===== src/kws_pkg.sv =====
// Shared types, codes and constants of the keyframe weight sampler.
package kws_pkg;

   localparam int MAX_KEYS_DEF    = 64;
   localparam int MAX_TARGETS_DEF = 8;

   localparam int CSR_IDX_W  = 3;
   localparam int CSR_DATA_W = 32;

   localparam logic [CSR_IDX_W-1:0] CSR_INTERP_MODE      = 3'd0;
   localparam logic [CSR_IDX_W-1:0] CSR_TARGET_COUNT     = 3'd1;
   localparam logic [CSR_IDX_W-1:0] CSR_KEY_COUNT        = 3'd2;
   localparam logic [CSR_IDX_W-1:0] CSR_LOOP_DURATION    = 3'd3;
   localparam logic [CSR_IDX_W-1:0] CSR_TANGENTS_PRESENT = 3'd4;

   localparam logic [1:0] MODE_STEP   = 2'd0;
   localparam logic [1:0] MODE_LINEAR = 2'd1;
   localparam logic [1:0] MODE_CUBIC  = 2'd2;

   localparam logic OP_LOAD  = 1'b0;
   localparam logic OP_QUERY = 1'b1;

   localparam logic [16:0] ONE_Q16 = 17'd65536;

   localparam logic [3:0] MUL_SS       = 4'd0;
   localparam logic [3:0] MUL_S2S      = 4'd1;
   localparam logic [3:0] MUL_LIN      = 4'd2;
   localparam logic [3:0] MUL_SPAN_TO  = 4'd3;
   localparam logic [3:0] MUL_SPAN_TI  = 4'd4;
   localparam logic [3:0] MUL_H00_WA   = 4'd5;
   localparam logic [3:0] MUL_H01_WB   = 4'd6;
   localparam logic [3:0] MUL_H10_MOLO = 4'd7;
   localparam logic [3:0] MUL_H10_MOHI = 4'd8;
   localparam logic [3:0] MUL_H11_MILO = 4'd9;
   localparam logic [3:0] MUL_H11_MIHI = 4'd10;

   localparam logic [3:0] ACC_NONE   = 4'd0;
   localparam logic [3:0] ACC_S2     = 4'd1;
   localparam logic [3:0] ACC_S3     = 4'd2;
   localparam logic [3:0] ACC_MO     = 4'd3;
   localparam logic [3:0] ACC_MI     = 4'd4;
   localparam logic [3:0] ACC_LOAD   = 4'd5;
   localparam logic [3:0] ACC_ADD    = 4'd6;
   localparam logic [3:0] ACC_ADD_HI = 4'd7;
   localparam logic [3:0] ACC_LIN    = 4'd8;

   typedef struct packed {
      logic               operation;
      logic [5:0]         key_index;
      logic [2:0]         target_index;
      logic [31:0]        key_time;
      logic signed [31:0] key_weight;
      logic signed [31:0] in_tangent;
      logic signed [31:0] out_tangent;
      logic signed [31:0] query_time;
   } kws_req_type;

   typedef struct packed {
      logic [2:0]         result_target;
      logic signed [31:0] sampled_weight;
      logic               last_of_run;
   } kws_rsp_type;

   typedef struct packed {
      logic       idle;
      logic       div_step;
      logic       t_from_rem;
      logic       trd_prev;
      logic       set_next;
      logic       k_inc;
      logic       set_prev;
      logic       div_frac;
      logic       s_fix;
      logic       s_from_q;
      logic       wrd_b;
      logic       cap_a;
      logic       cap_b;
      logic       tgt_inc;
      logic       emit;
      logic [3:0] mul_sel;
      logic [3:0] acc_op;
   } kws_cmd_type;

   typedef struct packed {
      logic req_fire;
      logic is_query;
      logic dur_zero;
      logic div_last;
      logic scan_hit;
      logic frac_div;
      logic cubic;
      logic tgt_last;
      logic out_free;
   } kws_status_type;

endpackage


===== src/kws_ctrl.sv =====
// Sequencer of the sampler: walks a query through wrap, search, blend and per-target math.
module kws_ctrl (
   input  logic                    clock,
   input  logic                    reset,
   input  kws_pkg::kws_status_type stat,
   output kws_pkg::kws_cmd_type    cmd
);
   import kws_pkg::*;

   localparam logic [4:0] S_IDLE   = 5'd0;
   localparam logic [4:0] S_MOD    = 5'd1;
   localparam logic [4:0] S_MODEND = 5'd2;
   localparam logic [4:0] S_SRD    = 5'd3;
   localparam logic [4:0] S_SCMP   = 5'd4;
   localparam logic [4:0] S_PRD    = 5'd5;
   localparam logic [4:0] S_PCAP   = 5'd6;
   localparam logic [4:0] S_BLEND  = 5'd7;
   localparam logic [4:0] S_FRAC   = 5'd8;
   localparam logic [4:0] S_FEND   = 5'd9;
   localparam logic [4:0] S_SQ     = 5'd10;
   localparam logic [4:0] S_S2     = 5'd11;
   localparam logic [4:0] S_S3I    = 5'd12;
   localparam logic [4:0] S_S3     = 5'd13;
   localparam logic [4:0] S_T0     = 5'd14;
   localparam logic [4:0] S_T1     = 5'd15;
   localparam logic [4:0] S_T2     = 5'd16;
   localparam logic [4:0] S_L0     = 5'd17;
   localparam logic [4:0] S_L1     = 5'd18;
   localparam logic [4:0] S_C0     = 5'd19;
   localparam logic [4:0] S_C1     = 5'd20;
   localparam logic [4:0] S_C2     = 5'd21;
   localparam logic [4:0] S_C3     = 5'd22;
   localparam logic [4:0] S_C4     = 5'd23;
   localparam logic [4:0] S_C5     = 5'd24;
   localparam logic [4:0] S_C6     = 5'd25;
   localparam logic [4:0] S_C7     = 5'd26;
   localparam logic [4:0] S_C8     = 5'd27;
   localparam logic [4:0] S_OUT    = 5'd28;

   logic [4:0] state_ff;
   logic [4:0] state_in;

   always_ff @(posedge clock) begin
      if (reset) begin
         state_ff <= S_IDLE;
      end else begin
         state_ff <= state_in;
      end
   end

   always_comb begin
      cmd         = '0;
      cmd.mul_sel = MUL_SS;
      cmd.acc_op  = ACC_NONE;
      state_in    = state_ff;
      unique case (state_ff)
         S_IDLE: begin
            cmd.idle = 1'b1;
            if (stat.req_fire && stat.is_query) begin
               state_in = stat.dur_zero ? S_SRD : S_MOD;
            end
         end
         S_MOD: begin
            cmd.div_step = 1'b1;
            if (stat.div_last) begin
               state_in = S_MODEND;
            end
         end
         S_MODEND: begin
            cmd.t_from_rem = 1'b1;
            state_in       = S_SRD;
         end
         S_SRD: begin
            state_in = S_SCMP;
         end
         S_SCMP: begin
            if (stat.scan_hit) begin
               cmd.set_next = 1'b1;
               state_in     = S_PRD;
            end else begin
               cmd.k_inc = 1'b1;
               state_in  = S_SRD;
            end
         end
         S_PRD: begin
            cmd.trd_prev = 1'b1;
            state_in     = S_PCAP;
         end
         S_PCAP: begin
            cmd.set_prev = 1'b1;
            state_in     = S_BLEND;
         end
         S_BLEND: begin
            if (stat.frac_div) begin
               cmd.div_frac = 1'b1;
               state_in     = S_FRAC;
            end else begin
               cmd.s_fix = 1'b1;
               state_in  = S_SQ;
            end
         end
         S_FRAC: begin
            cmd.div_step = 1'b1;
            if (stat.div_last) begin
               state_in = S_FEND;
            end
         end
         S_FEND: begin
            cmd.s_from_q = 1'b1;
            state_in     = S_SQ;
         end
         S_SQ: begin
            cmd.mul_sel = MUL_SS;
            state_in    = stat.cubic ? S_S2 : S_T0;
         end
         S_S2: begin
            cmd.acc_op = ACC_S2;
            state_in   = S_S3I;
         end
         S_S3I: begin
            cmd.mul_sel = MUL_S2S;
            state_in    = S_S3;
         end
         S_S3: begin
            cmd.acc_op = ACC_S3;
            state_in   = S_T0;
         end
         S_T0: begin
            state_in = S_T1;
         end
         S_T1: begin
            cmd.cap_a = 1'b1;
            cmd.wrd_b = 1'b1;
            state_in  = S_T2;
         end
         S_T2: begin
            cmd.cap_b = 1'b1;
            state_in  = stat.cubic ? S_C0 : S_L0;
         end
         S_L0: begin
            cmd.mul_sel = MUL_LIN;
            state_in    = S_L1;
         end
         S_L1: begin
            cmd.acc_op = ACC_LIN;
            state_in   = S_OUT;
         end
         S_C0: begin
            cmd.mul_sel = MUL_SPAN_TO;
            state_in    = S_C1;
         end
         S_C1: begin
            cmd.acc_op  = ACC_MO;
            cmd.mul_sel = MUL_SPAN_TI;
            state_in    = S_C2;
         end
         S_C2: begin
            cmd.acc_op  = ACC_MI;
            cmd.mul_sel = MUL_H00_WA;
            state_in    = S_C3;
         end
         S_C3: begin
            cmd.acc_op  = ACC_LOAD;
            cmd.mul_sel = MUL_H01_WB;
            state_in    = S_C4;
         end
         S_C4: begin
            cmd.acc_op  = ACC_ADD;
            cmd.mul_sel = MUL_H10_MOLO;
            state_in    = S_C5;
         end
         S_C5: begin
            cmd.acc_op  = ACC_ADD;
            cmd.mul_sel = MUL_H10_MOHI;
            state_in    = S_C6;
         end
         S_C6: begin
            cmd.acc_op  = ACC_ADD_HI;
            cmd.mul_sel = MUL_H11_MILO;
            state_in    = S_C7;
         end
         S_C7: begin
            cmd.acc_op  = ACC_ADD;
            cmd.mul_sel = MUL_H11_MIHI;
            state_in    = S_C8;
         end
         S_C8: begin
            cmd.acc_op = ACC_ADD_HI;
            state_in   = S_OUT;
         end
         S_OUT: begin
            if (stat.out_free) begin
               cmd.emit = 1'b1;
               if (stat.tgt_last) begin
                  state_in = S_IDLE;
               end else begin
                  cmd.tgt_inc = 1'b1;
                  state_in    = S_T0;
               end
            end
         end
         default: begin
            state_in = S_IDLE;
         end
      endcase
   end
endmodule


===== config.mk =====
export PLATFORM = sky130hd
export DESIGN_NAME = kws_ctrl
export DESIGN_NICKNAME = d
export VERILOG_FILES = /design/src/kws_pkg.sv /design/src/kws_ctrl.sv
export SDC_FILE = /design/constraint.sdc
export NUM_CORES = 1
export LEC_CHECK = 0
export BUFFER_PORTS_ARGS = -buffer_cell sky130_fd_sc_hd__buf_2
export CAP_MARGIN = 10
export CORE_ASPECT_RATIO = 0.9
export CORE_MARGIN = 2
export CORE_UTILIZATION = 27
export CTS_BUF_LIST = sky130_fd_sc_hd__clkbuf_4 sky130_fd_sc_hd__clkbuf_8
export DETAILED_ROUTE_END_ITERATION = 7
export GPL_ROUTABILITY_DRIVEN = 0
export HOLD_SLACK_MARGIN = 0.03
export SYNTH_ARGS = -nofsm -noshare
export SYNTH_HDL_FRONTEND = slang
export SYNTH_SLANG_ARGS = --single-unit

===== constraint.sdc =====
create_clock -name clock -period 3.4 [get_ports clock]
set_input_delay 0.34 -clock clock [delete_from_list [all_inputs] [get_ports clock]]
set_output_delay 0.34 -clock clock [all_outputs]
set_load 0.02 [all_outputs]

== Word level (Yosys, flattened, before mapping) ==
Cells that the tools add are included.
Storage, ports and cells
  logic and storage cells: 70
  bits of input ports: 11
  output and inout bits: 23
  flip-flop bits (word level): 5
Cells by class
  reduce and logical (&&, ||, !) cells: 7
  mux-type cells: 30
  eq/ne operators: 32
Operators by type and width (number)
  $pmux W5 S28: 1
  $eq A5 B5 Y1 const B: 13
  $eq A5 B4 Y1 const B: 8
  $pmux W4 S10: 1
  $pmux W4 S8: 1
  $eq A5 B3 Y1 const B: 4
  $mux W5: 4
  $mux W2: 8
  $mux W1: 12
  $eq A5 B2 Y1 const B: 2
  $ne A2 B2 Y1 const B: 4
  $mux W3: 2
  $reduce_or A2 Y1: 3
  $eq A5 B1 Y1 const B: 1
  $logic_not A5 Y1: 1
  $mux W4: 1
  $reduce_and A4 Y1: 1
  $reduce_or A3 Y1: 1
  $logic_and A1 B1 Y1: 1

== Logic depth before layout (Yosys ltp) ==
Gate-level depths: netlist of run 1.
  depth in word-level cells: 3
  gate-level depth with buffers: 6
  mapped depth without buffers: 4

== Least setup slack after synthesis of run 1 ==
No wires, ideal clock.
  kind: register to output
  start point: register state_ff[1]
  end point: output cmd[12] in the netlist's numbering
  stages on the path, launching flop included: 6
  setup slack: 1.373 ns
  data arrival time: 1.687 ns
  data required time: 3.060 ns
  cell sequence: dfxtp_1 > buf_2 > buf_4 > nand2_1 > nor3_1 > buf_4
RTL lines
  from (decl): RTL line kws_ctrl.sv:40  | logic [4:0] state_ff;
  from (signal assigned): RTL line kws_ctrl.sv:47  | state_ff <= state_in;
  to (decl): RTL line kws_ctrl.sv:6  | output kws_pkg::kws_cmd_type cmd

==> out/metrics.yaml, run 1 <==
outcome:
  status: "finished clean"
clocking:
  clkSlewWorstSetupHoldPaths_ps: 40
  cts.hold.buffers_added: 0
  cts_buffers: 3
  post_cts_resized: 0
  clock_path_buffers: 2
  clkLatencyLatePin_ps: 240
  htreeDepth: 1
  root_buffer: "clkbuf_4"
  clkSinkCount: 5
  post_cts_buffers: 0
  cts_tree: "yes"
final_layout:
  nets: 157
  syn_to_final_growth_pct: 20.43
  num_antenna_cells: 0
  layout_common_cells: "buf_2 (33), nand2_1 (11), a21oi_1 (10)"
  drive_above_1_share_pct: 28.28
  top_register: "state_ff"
  largest_register_ffs: 5
  layout_commonest_cell: "buf_2"
  post-route-util_pct: 35.11
  reg_top3: "state_ff x5"
die:
  start_util_pct: 29.16
  rows: 18
  fp.dieW_um: 62.12
  ios: 34
  die_h_um: 56.31
  core_um2: 2815
  fp.dieArea_um2: 3498
timing:
  setup_viol: 0
  period_share_pct: 67.71
  post-route-min-period_ps: 2302
  rsz0062_at_grt: "false"
  drv_slew: 0
  fmax_mhz: 434.3
  clock_skew_ps: 1.987
  tns_ps: 0
  max_slew_margin_pct: 42.94
  tightest_slew_ps: 854.8
  report.final.hold_viol_count: 0
logic_synthesis:
  synth_edf_count: 0
  synth-seq-cells: 5
  syn_area_per_cell_um2: 6.728
  syn_nets: 133
  syn_inst: 122
  ys_warn_count: 0
  synth.distinct_cells: 46
  yosysSeqAreaShare_pct: 12.20
  async_flop_share_pct: 0
  syn-cell-area_um2: 820.8
  synth_ff_type: "dfxtp_1"
power_and_ir_drop:
  cellPowerDensity_nw_per_um2: 520.3
  ir_drop_v: 0.0001599
  p_leak_nw: 0.4132
setup_path:
  cp_max_fo: 27
  cp_num_buf_inv: 1
  start_kind: "register"
  max_stage_delay_ps: 870
  r2r_cells: 4
  worst_path_max_delay_cell: "dfxtp_1"
  critPathTopFamily: "flip-flops"
  cp_cell_sequence: "nor2b_1 > nand2_1 > o21ai_0 > a32o_1 > buf_2"
  timing.rr.start: "state_ff[0]"
  critPathKind: "register to primary output"
  worstPathArrival_ps: 1960
  path_depth: 5
  r2r_end: "state_ff[1]"
  required_ps: 3060
  r2r_slack_ps: 1390
  worstSetupEndpointType: "primary output"
global_routing:
  use_met1_pct: 21.26
  grt-busiest-layer: "met2"
  grt-ovfl-total: 0
  grt_pass1_vias: 866
  grt_max_degree: 29
  antenna_found_initial: 0
  grt_use_met2_pct: 21.74
  grt_pass1_wl_mm: 4.264
  use_met3_pct: 3.407
  grt_usage_pct: 14.68
detailed_routing:
  drtPass1Iterations: 4
  wl_mm: 2.513
  vias: 997
  drc: 0
  drt-wirelength-per-cell_um: 13.58
  ant_nets: 0
  avgViaCountPerCell: 5.389
  drt_iter0_markers: 104
min_path:
  hold_path.class: "input pin to register"
  hold_path_end: "state_ff[4]"
  hold_start: "reset"
  min_path_cells: 2
flow_run:
  cap_violations: 0
placement:
  dp_hpwl_mm: 1.826
  port_buffers: 33
==> worst max path at each step <==
stage	start	to	slack [ps]
6_report	state_ff[4]	cmd[4]	1100
3_5_place_dp	state_ff[0]	state_ff[1]	1340
2_1_floorplan	state_ff[1]	cmd[12]	1370
4_1_cts	state_ff[4]	cmd[4]	1080
5_1_grt	state_ff[0]	cmd[14]	870
3_3_place_gp	state_ff[0]	state_ff[1]	1380
==> final cells by class <==
type                       instances  area (um2)
clock buffer                       4       30.03
fill                             316        1827
inverter                           4       15.01
multi-input combinational         98       620.6
sequential                         5       100.1
tap                               40       50.05
timing repair buffer              34       172.7
==> cells by family (layout without fill, tap and decap cells) <==
group           count (synthesis)  in the layout  synth area share (%)
compound gates                 36             36                 31.25
xor+xnor                        1              1                 1.067
buf+inv                        19             42                 12.19
flops                           5              5                 12.20
mux                             1              1                 1.220
simple gates                   60             60                 42.07
==> where the power goes <==
group	total, W	switching, W	internal [W]
clock network	0.0000767	0.0000243	0.0000523
registers	0.000150	0.0000776	0.0000720
logic	0.000288	0.000163	0.000125
total	0.000514	0.000265	0.000249
==> per-layer routing <==
metal / up-vias / share of wire, %
met4: 0 / 0.92
met5: - / 0
li1: 507 / -
met2: 41 / 45
met3: 2 / 6.9
met1: 447 / 47
==> worst register-to-register path, cell delays in order (launching register included) <==
cell and delay (ps):
dfxtp_1 870, nand2b_1 310, nor2_1 100, a2111oi_0 440
a31oi_1 140
==> per-stage QoR <==
stage	area, um2	std cells	setup WS [ps]	power (W)	hold WS [ps]
global route	988.4	185	872.5	0.0005675	328.9
finish	988.4	185	1098	0.0005143	335.3
CTS	988.4	185	1084	0.0005167	325.4
detailed placement	958.4	181	1345	0.0004363	592.5
floorplan	820.8	122	1373	0.0003818	412.4
global placement	958.4	181	1378	0.0004292	580.7
==> synthesized netlist by cell type (3+ instances only) <==
cell / n / area (um2)
nor3_1: 8 / 40.04
dfxtp_1: 5 / 100.1
nand2_1: 11 / 41.29
and3_1: 3 / 18.77
nor2_1: 9 / 33.78
buf_2: 10 / 50.05
nand3b_1: 4 / 30.03
nand2b_1: 6 / 37.54
nor2b_1: 4 / 25.02
nor4_1: 3 / 18.77
o31ai_1: 3 / 22.52
a21oi_1: 10 / 50.05
o21ai_0: 4 / 20.02
Note: power is estimated with default switching activity, not from simulation.
==> inputs of run 2 (changes only) <==
--- a/config.mk
+++ b/config.mk
@@ -5,6 +5,7 @@
 export SDC_FILE = /design/constraint.sdc
 export NUM_CORES = 1
 export LEC_CHECK = 0
+export ABC_AREA = 1
 export BUFFER_PORTS_ARGS = -buffer_cell sky130_fd_sc_hd__buf_2
 export CAP_MARGIN = 10
 export CORE_ASPECT_RATIO = 0.9
==> constraint.sdc (replaced) <==
create_clock -name clock -period 1.86 [get_ports clock]
set_input_delay 0.186 -clock clock [delete_from_list [all_inputs] [get_ports clock]]
set_output_delay 0.186 -clock clock [all_outputs]
set_load 0.02 [all_outputs]
==> run 2 against run 1 <==
Against the previous run:
- first-iteration DRC count is 59% lower
- via count is 7.6% higher
- worst hold slack worse by 170 ps
- register-to-register slack worse by 1000 ps
- sequential share of layout area is 0.40 points lower
- worst setup slack worse by 960 ps
- utilization is 0.70 points higher
- area after synthesis is 2.9% higher
- largest cell class unchanged
==> out/metrics.yaml, run 2 <==
placement:
  placed_cell_area_um2: 1046  # +9.1%
  port_buffers: 33  # unchanged
  dpl_worst_slack_ps: 296.6  # -1048 ps
  dp_hpwl_mm: 2.180  # +19%
logic_synthesis:
  synth_compound_area_share_pct: 16.15  # -15 points
  synth_top_area_share_pct: 14.22  # +2.0 points
  ys_warn_count: 0  # unchanged
  syn_inst: 147  # +20%
  synth_top_family_by_area: "simple AND/OR/NAND/NOR gates"
  synth.most_common_cell: "nand2_1"
  synth_xor_area_share_pct: 0  # -1.1 points
  synth.distinct_cells: 32  # -30%
  syn_area_per_cell_um2: 5.745  # -15%
  muxShareOfSynthArea_pct: 0  # -1.2 points
  yosysTopAreaCell: "nand2_1"
  synth_ff_type: "dfxtp_1"
  syn_nets: 158  # +19%
  synth-seq-cells: 5  # unchanged
  yosys.area_share.simple_pct: 58.22  # +16 points
  ys_top_cells_by_area: "nand2_1 (14%), dfxtp_1 (12%), nor2_1 (9.3%)"
  synth_common_cells: "nand2_1 (32), nor2_1 (21), inv_1 (12), inv_2 (9), nand3_1 (9)"
  async_flop_share_pct: 0  # unchanged
  yosysSeqAreaShare_pct: 11.85  # -0.34 points
  syn-cell-area_um2: 844.6  # +2.9%
  synth_edf_count: 0  # unchanged
  synth_fa_ha_area_share_pct: 0  # unchanged
setup_path:
  r2r_end: "state_ff[2]"
  worstPathArrival_ps: 1540  # -420 ps
  max_stage_delay_ps: 430  # -440 ps
  r2r_slack_ps: 360  # -1030 ps
  critPathKind: "register to primary output"
  timing.rr.start: "state_ff[1]"
  worstSetupEndpointType: "primary output"
  worst_path_max_delay_cell: "dfxtp_2"
  required_ps: 1670  # -1390 ps
  cp_cell_sequence: "inv_2 > nor2_4 > nand2_2 > nor2_1 > a221o_1 > buf_2"
  r2r_cells: 11  # +7
  start_kind: "register"
  cp_max_fo: 7  # -74%
final_layout:
  largest_register_ffs: 5  # unchanged
  drive_above_1_share_pct: 43.96  # +16 points
  layout_common_cells: "buf_2 (33), nand2_1 (32), nor2_1 (21)"
  reg_top3: "state_ff x5"
  finalInstanceArea_um2: 1081  # +9.4%
  syn_to_final_growth_pct: 28.00
  top_register: "state_ff"
  nets: 194  # +24%
  layout_commonest_cell: "buf_2"
  num_antenna_cells: 0  # unchanged
detailed_routing:
  wl_mm: 2.586  # +2.9%
  drtPass1Iterations: 4  # unchanged
  drt-wirelength-per-cell_um: 11.54  # -15%
  drt_iter0_markers: 43  # -59%
  vias: 1073  # +7.6%
  ant_nets: 0  # unchanged
  avgViaCountPerCell: 4.790  # -11%
  drc: 0  # unchanged
global_routing:
  antenna_found_initial: 0  # unchanged
  grt_pass1_wl_mm: 4.291  # +0.63%
  grt_pass1_vias: 943  # +8.9%
  grt_usage_pct: 14.80  # +0.12 points
  grt-ovfl-total: 0  # unchanged
  grt_max_degree: 14  # -52%
power_and_ir_drop:
  cell_internal_pwr_w: 0.0003162  # +27%
  p_clk_share_pct: 23.1  # +8.2 points
  p_total_w: 0.0006107  # +19%
  power_frac_seq_pct: 25.8  # -3.3 points
  p_leak_nw: 0.6368  # +54%
  cellPowerDensity_nw_per_um2: 564.9  # +8.6%
  swShare_pct: 48.22  # -3.3 points
  ir_drop_v: 0.0003766  # +140%
  p_sw_w: 0.0002945  # +11%
  pwr-share-comb_pct: 51.1  # -4.9 points
die:
  ios: 34  # unchanged
  core_um2: 3019  # +7.2%
  die_h_um: 57.06  # +1.3%
  rows: 19  # +1
  start_util_pct: 27.97  # -1.2 points
  fp.dieW_um: 62.96  # +1.3%
  fp.dieArea_um2: 3592  # +2.7%
min_path:
  min_path_cells: 2  # unchanged
  hold_path.class: "input pin to register"
  hold_path_end: "state_ff[2]"
  hold_start: "reset"
clocking:
  cts_tree: "yes"
  htreeDepth: 1  # unchanged
  cts_buffers: 3  # unchanged
  post_cts_buffers: 0  # unchanged
  clock_path_buffers: 2  # unchanged
  root_buffer: "clkbuf_4"
  clkLatencyLatePin_ps: 240  # about the same
  clkSinkCount: 5  # unchanged
  clkSlewWorstSetupHoldPaths_ps: 40  # about the same
timing:
  setup_viol: 0  # unchanged
  post-route-min-period_ps: 1726
  report.final.hold_viol_count: 0  # unchanged
  clock_skew_ps: 0.9059  # -1.081 ps
  holdWs_ps: 167.1  # -168.3 ps
  rsz0062_at_grt: "false"
  tightest_slew_ps: 316.5  # -538.3 ps
  period_share_pct: 92.80
  tns_ps: 0  # unchanged
  fmax_mhz: 579.3
  drv_slew: 0  # unchanged
  fin_ws_ps: 133.9  # -963.8 ps
  max_slew_margin_pct: 78.87  # +36 points
outcome:
  status: "finished clean"
flow_run:
  cap_violations: 0  # unchanged
run 2: cell count changes after synthesis, sizes merged, moves of 3 or more:
cell	delta
a21oi	-3
and3	-3
buf	-10
inv	+18
nand2	+30
nand2b	-6
nand3	+8
nand4	+3
nor2	+24
nor2b	-4
nor3	-3
o211ai	+3
o21ai	+3
o31ai	-3
run 2: worst max-delay path by stage:
stage                      from          end  slack, ps  cells past startpoint
floorplan           state_ff[4]       cmd[8]        280                      4
global placement    state_ff[0]  state_ff[3]        280                      8
detailed placement  state_ff[0]  state_ff[3]        300                      8
CTS                 state_ff[3]       cmd[5]         40                      6
global route        state_ff[1]      cmd[11]         40                      5
finish              state_ff[3]       cmd[5]        130                      6
run 2: area by class of cell:
cell class | instances | area (um2)
clock buffers | 4 | 30.03
fillers | 338 | 1938
inverters | 22 | 85.08
multi-input cells | 116 | 628.1
flip-flops and latches | 5 | 105.1
well taps | 42 | 52.55
repair buffers | 35 | 180.2
run 2: logic make-up after synthesis:
logic type,after synthesis
flip-flops,5
AND/OR/NAND/NOR,95
AO/OA/AOI/OAI,21
buffers and inverters,26
run 2: critical path: cells and delay by family (launching register included):
family,cells,cell delay (ps)
AND/OR/NAND/NOR,3,460
flip-flops,1,430
buffers and inverters,2,250
AO/OA/AOI/OAI,1,160
run 2: stage by stage:
step | util, % | instances
finish | 35.81 | 224
global route | 35.81 | 224
CTS | 35.64 | 224
detailed placement | 34.65 | 220
global placement | 34.65 | 220
floorplan | - | 147
run 2: power groups by stage:
stage / Sequential (W) / Combinational [W] / Clock, W
detailed placement: 0.000157 / 0.000311 / 0
global route: 0.000159 / 0.000347 / 0.000156
CTS: 0.000155 / 0.000312 / 0.000146
floorplan: 0.000134 / 0.000255 / 0
finish: 0.000158 / 0.000312 / 0.000141
global placement: 0.000157 / 0.000314 / 0
run 2: timing repair:
item / CTS / global route
resized for setup: 0 / 4
hold buffers: 0 / 0
endpoints found under the setup margin: 0 / 6
run 2: layer usage:
| layer | vias up | GRT usage [%] | wire, um |
|---|---|---|---|
| met4 | 0 | 4.444 | 41 |
| li1 | 547 | - | - |
| met1 | 463 | 21.28 | 1211 |
| met5 | - | 0 | 0 |
| met3 | 5 | 3.550 | 209 |
| met2 | 58 | 21.88 | 1124 |
